===== src/sv/vtae_pkg.sv =====
// Shared types, constants and helpers for the vector terminal address encoder.
// No dependencies; every other file in sv/ refers to this package by scope.
`timescale 1ns / 1ps

package vtae_pkg;

  localparam int MAX_BYTES   = 6;
  localparam int BYTE_W      = 7;
  localparam int IDX_W       = $clog2(MAX_BYTES);
  localparam int QUEUE_DEPTH = 2;

  localparam logic [BYTE_W-1:0] BYTE_GS  = 7'o035;
  localparam logic [BYTE_W-1:0] TAG_HIGH = 7'o040;
  localparam logic [BYTE_W-1:0] TAG_LOWY = 7'o140;
  localparam logic [BYTE_W-1:0] TAG_LOWX = 7'o100;

  localparam logic [9:0] SCALE_MUL = 10'd780;

  typedef enum logic [1:0] {
    OP_DRAW   = 2'd0,
    OP_MOVE   = 2'd1,
    OP_RESYNC = 2'd2
  } op_t;

  typedef struct packed {
    logic [1:0]         operation;
    logic signed [11:0] x_coord;
    logic signed [11:0] y_coord;
  } point_t;

  typedef struct packed {
    logic [BYTE_W-1:0] out_byte;
    logic              last_of_run;
  } code_t;

  // One point's worth of terminal bytes, in send order.
  typedef struct packed {
    logic [MAX_BYTES-1:0][BYTE_W-1:0] bytes;
    logic [IDX_W-1:0]                 last_idx;
  } run_t;

  // (v + 2048) * 780 / 1024; the offset add is a flip of the sign bit.
  function automatic logic [11:0] scale_coord(input logic signed [11:0] v);
    logic [11:0] biased;
    logic [21:0] prod;
    biased = {~v[11], v[10:0]};
    prod   = biased * SCALE_MUL;
    return prod[21:10];
  endfunction

endpackage


===== src/sv/vtae_front.sv =====
// Front end: accepts points, scales them, compares with the remembered bytes
// and builds the byte run for each draw or move. Uses vtae_pkg.
`timescale 1ns / 1ps

module vtae_front (
  input  logic            clk,
  input  logic            rst,
  input  logic            point_valid,
  output logic            point_ready,
  input  vtae_pkg::point_t point,
  output logic            push_valid,
  input  logic            push_ready,
  output vtae_pkg::run_t  push_run
);

  logic [4:0] prev_high_y, prev_high_x, prev_low_y;
  logic [3:0] prev_extra;
  logic       remembered_valid;

  logic [11:0] tx, ty;
  logic [4:0]  hix, hiy, lox, loy;
  logic [3:0]  extra;
  logic        is_move, is_plot;
  logic        d_hiy, d_hix, d_extra, d_loy;
  logic [vtae_pkg::IDX_W-1:0] k;
  logic        accept;

  always_comb begin
    case (point.operation)
      vtae_pkg::OP_DRAW: begin
        is_plot = 1'b1;
        is_move = 1'b0;
      end
      vtae_pkg::OP_MOVE: begin
        is_plot = 1'b1;
        is_move = 1'b1;
      end
      default: begin
        is_plot = 1'b0;
        is_move = 1'b0;
      end
    endcase
  end

  assign tx    = vtae_pkg::scale_coord(point.x_coord);
  assign ty    = vtae_pkg::scale_coord(point.y_coord);
  assign hix   = tx[11:7];
  assign hiy   = ty[11:7];
  assign lox   = tx[6:2];
  assign loy   = ty[6:2];
  assign extra = {ty[1:0], tx[1:0]};

  assign d_hiy   = !remembered_valid || (hiy != prev_high_y);
  assign d_hix   = !remembered_valid || (hix != prev_high_x);
  assign d_extra = !remembered_valid || (extra != prev_extra);
  assign d_loy   = !remembered_valid || (loy != prev_low_y);

  always_comb begin
    push_run = '0;
    k        = '0;
    if (is_move) begin
      push_run.bytes[k] = vtae_pkg::BYTE_GS;
      k = k + 1'b1;
    end
    if (d_hiy) begin
      push_run.bytes[k] = {2'b00, hiy} | vtae_pkg::TAG_HIGH;
      k = k + 1'b1;
    end
    if (d_hix) begin
      if (d_extra) begin
        push_run.bytes[k] = {3'b000, extra} | vtae_pkg::TAG_LOWY;
        k = k + 1'b1;
      end
      push_run.bytes[k] = {2'b00, loy} | vtae_pkg::TAG_LOWY;
      k = k + 1'b1;
      push_run.bytes[k] = {2'b00, hix} | vtae_pkg::TAG_HIGH;
      k = k + 1'b1;
    end else if (d_extra) begin
      push_run.bytes[k] = {3'b000, extra} | vtae_pkg::TAG_LOWY;
      k = k + 1'b1;
      push_run.bytes[k] = {2'b00, loy} | vtae_pkg::TAG_LOWY;
      k = k + 1'b1;
    end else if (d_loy) begin
      push_run.bytes[k] = {2'b00, loy} | vtae_pkg::TAG_LOWY;
      k = k + 1'b1;
    end
    push_run.bytes[k] = {2'b00, lox} | vtae_pkg::TAG_LOWX;
    push_run.last_idx = k;
  end

  // Resync goes through without a queue slot, but waits with the rest.
  assign point_ready = push_ready;
  assign push_valid  = point_valid && is_plot;
  assign accept      = point_valid && point_ready;

  always_ff @(posedge clk) begin
    if (rst) begin
      remembered_valid <= 1'b0;
      prev_high_y      <= '0;
      prev_high_x      <= '0;
      prev_low_y       <= '0;
      prev_extra       <= '0;
    end else if (accept) begin
      remembered_valid <= is_plot;
      if (is_plot) begin
        prev_high_y <= hiy;
        prev_high_x <= hix;
        prev_low_y  <= loy;
        prev_extra  <= extra;
      end
    end
  end

endmodule


===== src/sv/vtae_queue.sv =====
// Small FIFO of byte runs between the front end and the serializer.
// Uses vtae_pkg for the run type.
`timescale 1ns / 1ps

module vtae_queue #(
  parameter int Depth = vtae_pkg::QUEUE_DEPTH
) (
  input  logic           clk,
  input  logic           rst,
  input  logic           push_valid,
  output logic           push_ready,
  input  vtae_pkg::run_t push_run,
  output logic           pop_valid,
  input  logic           pop_ready,
  output vtae_pkg::run_t pop_run
);

  localparam int PtrW = (Depth > 1) ? $clog2(Depth) : 1;
  localparam int CntW = $clog2(Depth + 1);

  vtae_pkg::run_t mem [Depth];
  logic [PtrW-1:0] wr_ptr, rd_ptr;
  logic [CntW-1:0] count;
  logic            do_push, do_pop;

  assign push_ready = (count != CntW'(Depth));
  assign pop_valid  = (count != '0);
  assign pop_run    = mem[rd_ptr];
  assign do_push    = push_valid && push_ready;
  assign do_pop     = pop_valid && pop_ready;

  always_ff @(posedge clk) begin
    if (do_push) begin
      mem[wr_ptr] <= push_run;
    end
  end

  always_ff @(posedge clk) begin
    if (rst) begin
      wr_ptr <= '0;
      rd_ptr <= '0;
      count  <= '0;
    end else begin
      if (do_push) begin
        wr_ptr <= (wr_ptr == PtrW'(Depth - 1)) ? '0 : wr_ptr + 1'b1;
      end
      if (do_pop) begin
        rd_ptr <= (rd_ptr == PtrW'(Depth - 1)) ? '0 : rd_ptr + 1'b1;
      end
      if (do_push && !do_pop) begin
        count <= count + 1'b1;
      end else if (do_pop && !do_push) begin
        count <= count - 1'b1;
      end
    end
  end

endmodule


===== src/sv/vtae_back.sv =====
// Serializer: walks the queued run one byte a cycle into the output register while code_ready lets it.
// Uses vtae_pkg for the run and code types.
`timescale 1ns / 1ps

module vtae_back (
  input  logic            clk,
  input  logic            rst,
  input  logic            pop_valid,
  output logic            pop_ready,
  input  vtae_pkg::run_t  pop_run,
  output logic            code_valid,
  input  logic            code_ready,
  output vtae_pkg::code_t code
);

  logic [vtae_pkg::IDX_W-1:0] idx;
  logic out_free, load, at_last;

  assign out_free  = !code_valid || code_ready;
  assign load      = out_free && pop_valid;
  assign at_last   = (idx == pop_run.last_idx);
  assign pop_ready = out_free && at_last;

  always_ff @(posedge clk) begin
    if (load) begin
      code.out_byte    <= pop_run.bytes[idx];
      code.last_of_run <= at_last;
    end
  end

  always_ff @(posedge clk) begin
    if (rst) begin
      code_valid <= 1'b0;
      idx        <= '0;
    end else if (load) begin
      code_valid <= 1'b1;
      idx        <= at_last ? '0 : idx + 1'b1;
    end else if (code_ready) begin
      code_valid <= 1'b0;
    end
  end

endmodule


===== src/sv/vector_terminal_address_encoder.sv =====
// Vector terminal address encoder, 12-bit plot-mode addressing.
// A point's run is stored in the queue, then fed to the output register.
// Throughput: one byte per cycle out of the serializer while code_ready allows;
//   a point sends 1 to 6 bytes and a resync is accepted but emits nothing.
// Reset: rst (sync, high) empties the queue and output and forgets the
//   remembered bytes, so the next point sends every field.
// Depends on vtae_pkg, vtae_front, vtae_queue, vtae_back.
`timescale 1ns / 1ps

module vector_terminal_address_encoder #(
  parameter int QueueDepth = vtae_pkg::QUEUE_DEPTH
) (
  input  logic             clk,
  input  logic             rst,
  // point transactions in
  input  logic             point_valid,
  output logic             point_ready,
  input  vtae_pkg::point_t point,
  // terminal byte transactions out
  output logic             code_valid,
  input  logic             code_ready,
  output vtae_pkg::code_t  code
);

  // Front end classifies each point and builds its complete byte run; the
  // remembered high/extra/low-y state lives there so it updates in point order.
  logic           push_valid, push_ready;
  vtae_pkg::run_t push_run;

  // Queue decouples intake from the byte-serial output; while the serializer
  // drains one run the front end can keep accepting into free slots.
  logic           pop_valid, pop_ready;
  vtae_pkg::run_t pop_run;

  vtae_front u_front (
    .clk         (clk),
    .rst         (rst),
    .point_valid (point_valid),
    .point_ready (point_ready),
    .point       (point),
    .push_valid  (push_valid),
    .push_ready  (push_ready),
    .push_run    (push_run)
  );

  vtae_queue #(
    .Depth (QueueDepth)
  ) u_queue (
    .clk        (clk),
    .rst        (rst),
    .push_valid (push_valid),
    .push_ready (push_ready),
    .push_run   (push_run),
    .pop_valid  (pop_valid),
    .pop_ready  (pop_ready),
    .pop_run    (pop_run)
  );

  // Back end: registered output, last_of_run flags the final byte of a run.
  vtae_back u_back (
    .clk        (clk),
    .rst        (rst),
    .pop_valid  (pop_valid),
    .pop_ready  (pop_ready),
    .pop_run    (pop_run),
    .code_valid (code_valid),
    .code_ready (code_ready),
    .code       (code)
  );

endmodule

===== config.mk =====
export PLATFORM = sky130hd
export DESIGN_NAME = vector_terminal_address_encoder
export DESIGN_NICKNAME = d
export VERILOG_FILES = /design/src/sv/vtae_pkg.sv /design/src/sv/vtae_front.sv /design/src/sv/vtae_queue.sv /design/src/sv/vtae_back.sv /design/src/sv/vector_terminal_address_encoder.sv
export SDC_FILE = /design/constraint.sdc
export NUM_CORES = 1
export LEC_CHECK = 0
export ABC_AREA = 0
export BUFFER_PORTS_ARGS = -buffer_cell sky130_fd_sc_hd__buf_2
export CORE_MARGIN = 2
export CORE_UTILIZATION = 35
export CTS_BUF_LIST = sky130_fd_sc_hd__clkbuf_2
export DETAILED_ROUTE_END_ITERATION = 10
export PLACE_DENSITY_LB_ADDON = 0.05
export SETUP_SLACK_MARGIN = 0.5
export SYNTH_ARGS = -nofsm -noshare
export SYNTH_HDL_FRONTEND = slang
export SYNTH_SLANG_ARGS = --single-unit

===== constraint.sdc =====
create_clock -name clk -period 21.8 [get_ports clk]
set_clock_uncertainty 0.1 [all_clocks]
set_input_delay 6.54 -clock clk [delete_from_list [all_inputs] [get_ports clk]]
set_output_delay 6.54 -clock clk [all_outputs]
set_load 0.03 [all_outputs]

==> flow_summary.toml, run 1 <==
[setup_path]
cp.arrival_ps = 14310
crit_type = "in -> reg"
cpPeakStageDelay_ps = 860
path_max_fanout = 23
cpMaxStageDelayCell = "ha_1"
crit_family = "adder cells"
crit_path_start_kind = "input pin"
cp.required_ps = 22110
crit_buf_inv = 5
cp_common_cell = "ha_1"
end_kind = "flip-flop"

[place]
dp_hpwl_mm = 24.5
post-place-cells = 1468
dpl-instance-area_um2 = 11300
dp_slack_ps = 7210
gp_congestion = 0.894
numPortBuffers = 39

[clock_tree]
path_clk_slew_ps = 190
post_cts_buffers = 0
cts_resized = 0
cts_max_path_buffers = 2
cts_sinks = 127
cts_buffers = 17
htreeDepth = 4
clk_latency_ps = 700
cts_tree = "done"
hold_buffers = 0
cts_root_buffer = "clkbuf_2"

[floorplanning]
ios = 40
die_area_um2 = 32200
die_w_um = 179
start_util_pct = 35.4
num_rows = 64
die_y_um = 179
core-area_um2 = 30400

[logic_synthesis]
yosysWarnings = 0
ys_types = 93
synth_area_leaders = "edfxtp_1 27%, ha_1 14%, dfxtp_1 5.4%"
ys.flop_type = "edfxtp_1"
syn_area_per_cell_um2 = 10.0
synth_edf_count = 98
seq_area_frac_synth_pct = 32.7
synth_top_area_share_pct = 27.3
synthCells = 1076
syn-num-nets = 1245
synthArstFlopShare_pct = 0
netlist_area_um2 = 10800
synth_area_leader_cell = "edfxtp_1"
synthTopCellsByCount = "118 x ha_1, 98 x edfxtp_1, 85 x nand2_1, 83 x inv_1, 68 x nor2_1"
yosys_register_bits = 127
synth.most_common_cell = "ha_1"

[sta]
fin_crit_sh_pct = 64.2
slew_headroom_pct = 16.6
period_minus_slack_ps = 14000
tightest_slew_ps = 1240
rsz0062_at_grt = "no"
hold_viol = 0
setup_viol = 0
hold-worst-slack_ps = 372
clock.fmax_mhz = 71.4
layout_setup_ws_ps = 7800
finalMaxSlewViolations = 0
finalSetupTns_ps = 0

[global_route]
antenna_found_initial = 1
grt_remaining_overflow = 0
grt_pass1_vias = 8183
track_usage_pct = 20.3
grt_max_degree = 46
grt_pass1_wl_mm = 49.2

[layout]
n_fill_cell = 3076
drive_gt1_share_pct = 13.0
nets = 1260
layout.cells.non_filler = 1501
design_area_um2 = 11600
area_delta_synth_final_pct = 7.93
fin_util_pct = 38.2
seq_area_um2 = 3520
multi_input_comb_area_um2 = 6700

[routing]
wire_per_inst_um = 21.3
vias = 8527
avgViaCountPerCell = 5.68
dr.pass1.iters = 5
first_iter_violations = 610
drc = 0
wl_mm = 32.0
postRouteAntennaNets = 0

[power_and_ir_drop]
power.density_nw_per_um2 = 108
power.leakage_nw = 4.65
total_power_mw = 1.25
peakVddDrop_mv = 0.0382

[flow_run]
maxCapViolCount = 0

[status]
status = "completed"

[worst_hold_path]
hp-class = "reg -> reg"
-- cells in the final DEF, fill, tap and decap left out, drive strengths merged, types with 16 or more instances in the layout --
cell type and instances:
inv 90, a22oi 17, buf 49, o22ai 26, o211ai 16, nand2 86
clkbuf 17, o21ai 43, a211oi 17, dfxtp 29, xor2 20, a31oi 17
nor2 69, a21oi 66, fa 21, mux2i 33, nand3 24, ha 118
mux4 21, xnor2 32, edfxtp 98
-- worst register-to-register path, delay by kind of cell (launching register included) --
| family | cells | cell delay, ps |
|---|---|---|
| buffers and inverters | 2 | 880 |
| and+or+nand+nor | 3 | 1080 |
| adders and majority gates | 2 | 920 |
| xor gates and xnor gates | 2 | 890 |
| AOI/OAI and AO/OA | 4 | 1110 |
| DFF | 1 | 390 |
-- layout make-up --
class	count	area share (%)
Antenna cell	1	0.0215
Clock buffer	17	0.733
Clock inverter	15	1.80
Inverter	86	2.78
Multi-Input combinational cell	810	57.7
Sequential cell	127	30.3
Tap cell	396	4.27
Timing Repair Buffer	49	2.33
-- routing by layer --
metal	vias up	routed length, um	global-route usage [%]
met3	53	1260	2.62
met2	243	15300	33.7
met1	4166	14500	27.4
met5	-	0	0
met4	0	900	6.99
li1	4065	-	-
-- path summary, 6_finish.rpt --
kind	cells after the start	from	slack (ps)	endpoint
min	2	u_front.prev_high_x[3]	370	u_front.prev_high_x[3]
max reg2reg	13	u_front.prev_extra[3]	16150	u_queue.mem[0][14]
min reg2reg	2	u_front.prev_high_x[3]	370	u_front.prev_high_x[3]
max	25	point[3]	7800	u_queue.mem[0][14]
-- cell families (layout without fill, tap and decap cells) --
logic type | Yosys count | in the layout | share of synthesized area, %
other | 0 | 1 | 0
adders and majority gates | 139 | 139 | 17.6
and+or+nand+nor | 263 | 263 | 12.1
AOI/OAI and AO/OA | 289 | 289 | 18.6
buffers and inverters | 139 | 167 | 5.03
xor gates and xnor gates | 59 | 59 | 5.74
DFF | 127 | 127 | 32.7
muxes | 60 | 60 | 8.16
-- where the power goes --
group	total (mW)	switching [mW]	internal, mW	leakage, nW
Combinational	0.748	0.490	0.258	3.34
Clock	0.177	0.0991	0.0775	0.169
Sequential	0.329	0.0110	0.318	1.14
-- flip-flops by register name, indices dropped and copies added, names as in the netlist, named ones only --
name                      cells
u_back.code                   8
u_back.code_valid             1
u_back.idx                    3
u_front.prev_extra            4
u_front.prev_high_x           5
u_front.prev_high_y           5
u_front.prev_low_y            5
u_front.remembered_valid      1
u_queue.count                 2
u_queue.mem                  90
u_queue.rd_ptr                1
u_queue.wr_ptr                1
Note: power is estimated with default switching activity, not from simulation.
==> run 2, diff against run 1 <==
==> constraint.sdc (replaced) <==
create_clock -name clk -period 13.3 [get_ports clk]
set_clock_uncertainty 0.1 [all_clocks]
set_input_delay 3.99 -clock clk [delete_from_list [all_inputs] [get_ports clk]]
set_output_delay 3.99 -clock clk [all_outputs]
set_load 0.03 [all_outputs]
==> flow_summary.toml, run 2 (synthesized netlist as in run 1, its figures left out) <==
[sta]
period_minus_slack_ps = 11260
finalSetupTns_ps = 0
rsz0062_at_grt = "no"
slew_headroom_pct = 17.8
tightest_slew_ps = 1220
clock.fmax_mhz = 88.8
finalMaxSlewViolations = 0
hold_viol = 0
fin_crit_sh_pct = 84.7
setup_viol = 0

[setup_path]
cp.required_ps = 13650
crit_path_start_kind = "input pin"
worstSetupStartpoint = "point[3]"
r2r-start = "u_front.remembered_valid"
end_kind = "flip-flop"
cp.arrival_ps = 11610
ff2ff_setup_slack_ps = 7880
crit_type = "in -> reg"
path_max_fanout = 11

[clock_tree]
hold_buffers = 0
cts_buffers = 17
cts_resized = 0
clk_latency_ps = 750
htreeDepth = 4
path_clk_slew_ps = 190
cts_max_path_buffers = 2
cts_tree = "done"
cts_root_buffer = "clkbuf_2"
post_cts_buffers = 0
cts_sinks = 127

[power_and_ir_drop]
power.density_nw_per_um2 = 173
peakVddDrop_mv = 0.0533
total_power_mw = 2.00
power.leakage_nw = 4.61

[status]
status = "completed"

[routing]
wl_mm = 32.1
postRouteAntennaNets = 0
vias = 8539
dr.pass1.iters = 5
wire_per_inst_um = 21.3
first_iter_violations = 669
drc = 0
avgViaCountPerCell = 5.69

[global_route]
grt_pass1_wl_mm = 49.6
grt_max_degree = 46
grt_pass1_vias = 8507
track_usage_pct = 20.5
antenna_found_initial = 1
grt_remaining_overflow = 0

[flow_run]
maxCapViolCount = 0

[floorplanning]
die_y_um = 179
start_util_pct = 35.4
num_rows = 64
core-area_um2 = 30400
die_area_um2 = 32200
ios = 40
die_w_um = 179

[layout]
largest_register_ffs = 90
drive_gt1_share_pct = 13.1
top_regs = "u_queue.mem (90), u_back.code (8)"
top_register = "u_queue.mem"
nets = 1261
area_delta_synth_final_pct = 7.31
layout_common_cells = "118 x ha_1, 98 x edfxtp_1, 85 x nand2_1"
final_common_cell = "ha_1"

[worst_hold_path]
hold_path_startpoint = "u_front.prev_high_x[3]"
hp-class = "reg -> reg"

[place]
numPortBuffers = 39
gp_congestion = 0.902
dp_hpwl_mm = 24.5
run 2: cell count changes in the layout (fill, tap and decap cells not counted):
cell / change
buf_4: +1
bufinv_16: -3
clkinv_2: +1
clkinv_4: -1
clkinvlp_4: +3
inv_6: +1
inv_8: -1
run 2: worst max-delay path, cell delays in order:
cell	delay (ps)
buf_2	110
ha_1	290
ha_1	310
inv_1	60
fa_1	500
fa_1	540
inv_1	40
ha_1	400
a21oi_1	450
o21ai_0	130
o21ai_0	430
nand3_1	150
a31oi_1	270
nand4b_1	240
nor2_1	600
inv_1	190
ha_1	350
o21ai_0	380
inv_1	90
ha_1	260
xnor2_1	720
nand3_1	430
or2_2	390
a31oi_1	170
mux2i_1	110
run 2: layout make-up:
class                      count  area [um^2]
tap                          396          495
multi-input combinational    810         6700
clock inverter                15          135
antenna                        1         2.50
fill                        3165        18900
clock buffer                  17         85.1
sequential                   127         3520
inverter                      86          323
timing repair buffer          50          278
run 2: report_power, final:
group	switching [mW]	total, mW	internal (mW)
combinational	0.808	1.23	0.423
clock	0.160	0.229	0.0689
sequential	0.0185	0.540	0.522
total	0.987	2.00	1.01
run 2: routing by layer:
layer | part of all wire [%] | up-vias | track usage, % | wire [um]
met5 | 0 | - | 0 | 0
met4 | 3.2 | 0 | 8.00 | 1030
met3 | 4.5 | 70 | 3.44 | 1460
met2 | 47 | 258 | 33.7 | 15000
met1 | 45 | 4145 | 27.0 | 14600
li1 | - | 4066 | - | -
run 2: stage by stage:
stage | area [um^2] | util (%) | hold slack (ps) | worst slack, ps | instances
after floorplan | 10800 | - | 336 | 2800 | 1076
after global placement | 11300 | 37.2 | 345 | 1530 | 1469
after detailed placement | 11300 | 37.2 | 356 | 1310 | 1469
after CTS | 11500 | 37.9 | 379 | 2230 | 1501
after global routing | 11500 | 37.9 | 394 | 1420 | 1502
final | 11500 | 37.9 | 377 | 2040 | 1502
run 2: path summary, 6_finish.rpt:
kind	to	cells past startpoint
setup reg to reg	u_queue.mem[0][27]	15
setup / recovery	u_queue.mem[0][27]	25
hold / removal	u_front.prev_high_x[3]	2
hold reg to reg	u_front.prev_high_x[3]	2
==> run 3, diff against run 2 <==
==> constraint.sdc (replaced) <==
create_clock -name clk -period 9.49 [get_ports clk]
set_clock_uncertainty 0.1 [all_clocks]
set_input_delay 2.847 -clock clk [delete_from_list [all_inputs] [get_ports clk]]
set_output_delay 2.847 -clock clk [all_outputs]
set_load 0.03 [all_outputs]
==> flow_summary.toml, run 3 (synthesized netlist as in run 1, its figures left out) <==
[sta]
setup_viol = 0
period_minus_slack_ps = 8580
slew_headroom_pct = 23.5
clock.fmax_mhz = 117
finalSetupTns_ps = 0
layout_setup_ws_ps = 911
tightest_slew_ps = 1140
hold_viol = 0
fin_crit_sh_pct = 90.4
hold-worst-slack_ps = 374
rsz0062_at_grt = "no"
finalMaxSlewViolations = 0

[place]
gp_congestion = 0.942
dp_hpwl_mm = 25.5
dp_slack_ps = 31.2
numPortBuffers = 39

[routing]
dr.pass1.iters = 5
first_iter_violations = 576
postRouteAntennaNets = 0
wl_mm = 32.5
vias = 8558
wire_per_inst_um = 21.1
avgViaCountPerCell = 5.55
drc = 0

[floorplanning]
num_rows = 64
start_util_pct = 35.4
ios = 40
die_area_um2 = 32200
die_w_um = 179
core-area_um2 = 30400
die_y_um = 179

[power_and_ir_drop]
power_switching_mw = 1.36
power_frac_comb_pct = 61.3
power.density_nw_per_um2 = 245
power_switching_share_pct = 46.6
clkPwrFrac_pct = 12.8
peakVddDrop_mv = 0.121
power.leakage_nw = 4.84
internal_power_mw = 1.56
seqPwrFrac_pct = 25.9

[setup_path]
crit_path_start_kind = "input pin"
rr_worst_depth = 12
cp.required_ps = 9830
cpPeakStageDelay_ps = 540
cp.arrival_ps = 8910
end_kind = "flip-flop"
cp_common_cell = "ha_1"
worstPathCellList = "buf_2 -> ha_1 -> ha_1 -> inv_1 -> fa_1 -> fa_1 -> inv_1 -> ha_1 -> a21oi_1 -> o21ai_0 -> o21ai_0 -> nand3_1 -> a31oi_1 -> nand4b_1 -> nor2_4 -> inv_1 -> ha_1 -> buf_4 -> xnor2_1 -> mux2i_2 -> nor2_2 -> a211oi_1"
r2r-start = "u_front.remembered_valid"
ff2ff_setup_slack_ps = 5380
path_max_fanout = 22
reg2reg_to = "u_queue.mem[1][22]"
crit_type = "in -> reg"
cpMaxStageDelayCell = "fa_1"

[clock_tree]
cts_max_path_buffers = 2
cts_buffers = 17
cts_root_buffer = "clkbuf_2"
htreeDepth = 4
cts_sinks = 127
path_clk_slew_ps = 200
clk_latency_ps = 720
cts_tree = "done"
hold_buffers = 0

[layout]
drive_gt1_share_pct = 16.2
area_delta_synth_final_pct = 10.7
layout_common_cells = "118 x ha_1, 98 x edfxtp_1, 85 x nand2_1"
top_regs = "u_queue.mem (90), u_back.code (8)"
largest_register_ffs = 90
nets = 1301
final_common_cell = "ha_1"
top_register = "u_queue.mem"

[worst_hold_path]
whs_path_depth = 2
hold_path_startpoint = "u_front.prev_low_y[1]"
hp-class = "reg -> reg"
worst_hold_path.endpoint = "u_front.prev_low_y[1]"

[global_route]
grt_pass1_wl_mm = 50.0
antenna_found_initial = 1
grt_remaining_overflow = 0
grt_pass1_vias = 8452
grt_max_degree = 46
track_usage_pct = 20.9

[status]
status = "completed"

[flow_run]
maxCapViolCount = 0
[run 3: cell types whose count changed in the layout (fill, tap and decap cells not counted), moves of 2 or more]
| cell | delta |
|---|---|
| buf_4 | +40 |
| bufinv_16 | +3 |
| clkinv_1 | +3 |
| clkinv_4 | -2 |
| clkinvlp_4 | -3 |
| inv_6 | -3 |
[run 3: critical path, delay by kind of cell]
kind / cells / cell delay (ps)
AND/OR/NAND/NOR: 4 / 820
AO/OA/AOI/OAI: 5 / 1580
multiplexers: 1 / 540
buffers and inverters: 5 / 630
XOR/XNOR: 1 / 210
adder cells (fa/ha/maj): 6 / 2270
[run 3: timing repair]
action                     4_1_cts  5_1_grt
resized for setup                0        1
setup endpoints to repair        0       10
buffers inserted                 0        0
[run 3: power groups by stage]
stage / Clock [mW] / Sequential (mW) / Combinational (mW)
after detailed placement: 0 / 0.769 / 1.78
after global routing: 0.416 / 0.763 / 1.95
after global placement: 0 / 0.768 / 1.79
after floorplan: 0 / 0.776 / 1.16
after CTS: 0.391 / 0.756 / 1.78
final: 0.372 / 0.754 / 1.79
[run 3: area by class of cell]
| cell class | instances | area (um^2) |
|---|---|---|
| clock buffer | 18 | 90.1 |
| clock inverter | 13 | 170 |
| tap | 396 | 495 |
| inverter | 86 | 323 |
| timing repair buffer | 90 | 578 |
| fill | 3090 | 18500 |
| multi-input combinational | 810 | 6730 |
| antenna | 1 | 2.50 |
| sequential | 127 | 3520 |
[run 3: metal layers]
metal / GRT usage [%] / vias up / routed length, um
li1: - / 4165 / -
met4: 8.94 / 0 / 984
met5: 0 / - / 0
met3: 3.29 / 52 / 1110
met1: 27.3 / 4144 / 14900
met2: 34.4 / 197 / 15600
[run 3: worst max path at each step]
stage                         from            endpoint  slack (ps)  cells after the start
after floorplan           point[5]  u_queue.mem[0][27]         530                     25
after global placement    point[3]   u_queue.mem[1][4]          10                     25
after detailed placement  point[3]   u_queue.mem[0][4]          30                     25
after CTS                 point[3]   u_queue.mem[1][4]         810                     25
after global routing      point[3]  u_queue.mem[1][27]         550                     26
final                     point[3]  u_queue.mem[1][22]         910                     22
[run 3: per-stage QoR]
stage          utilization (%)  cell area [um^2]  power [mW]  cells
2_1_floorplan                -             10800        1.94   1076
6_report                  39.1             11900        2.92   1541
4_1_cts                   39.1             11900        2.93   1540
3_3_place_gp              38.3             11600        2.55   1509
3_5_place_dp              38.3             11600        2.54   1509
5_1_grt                   39.1             11900        3.13   1541
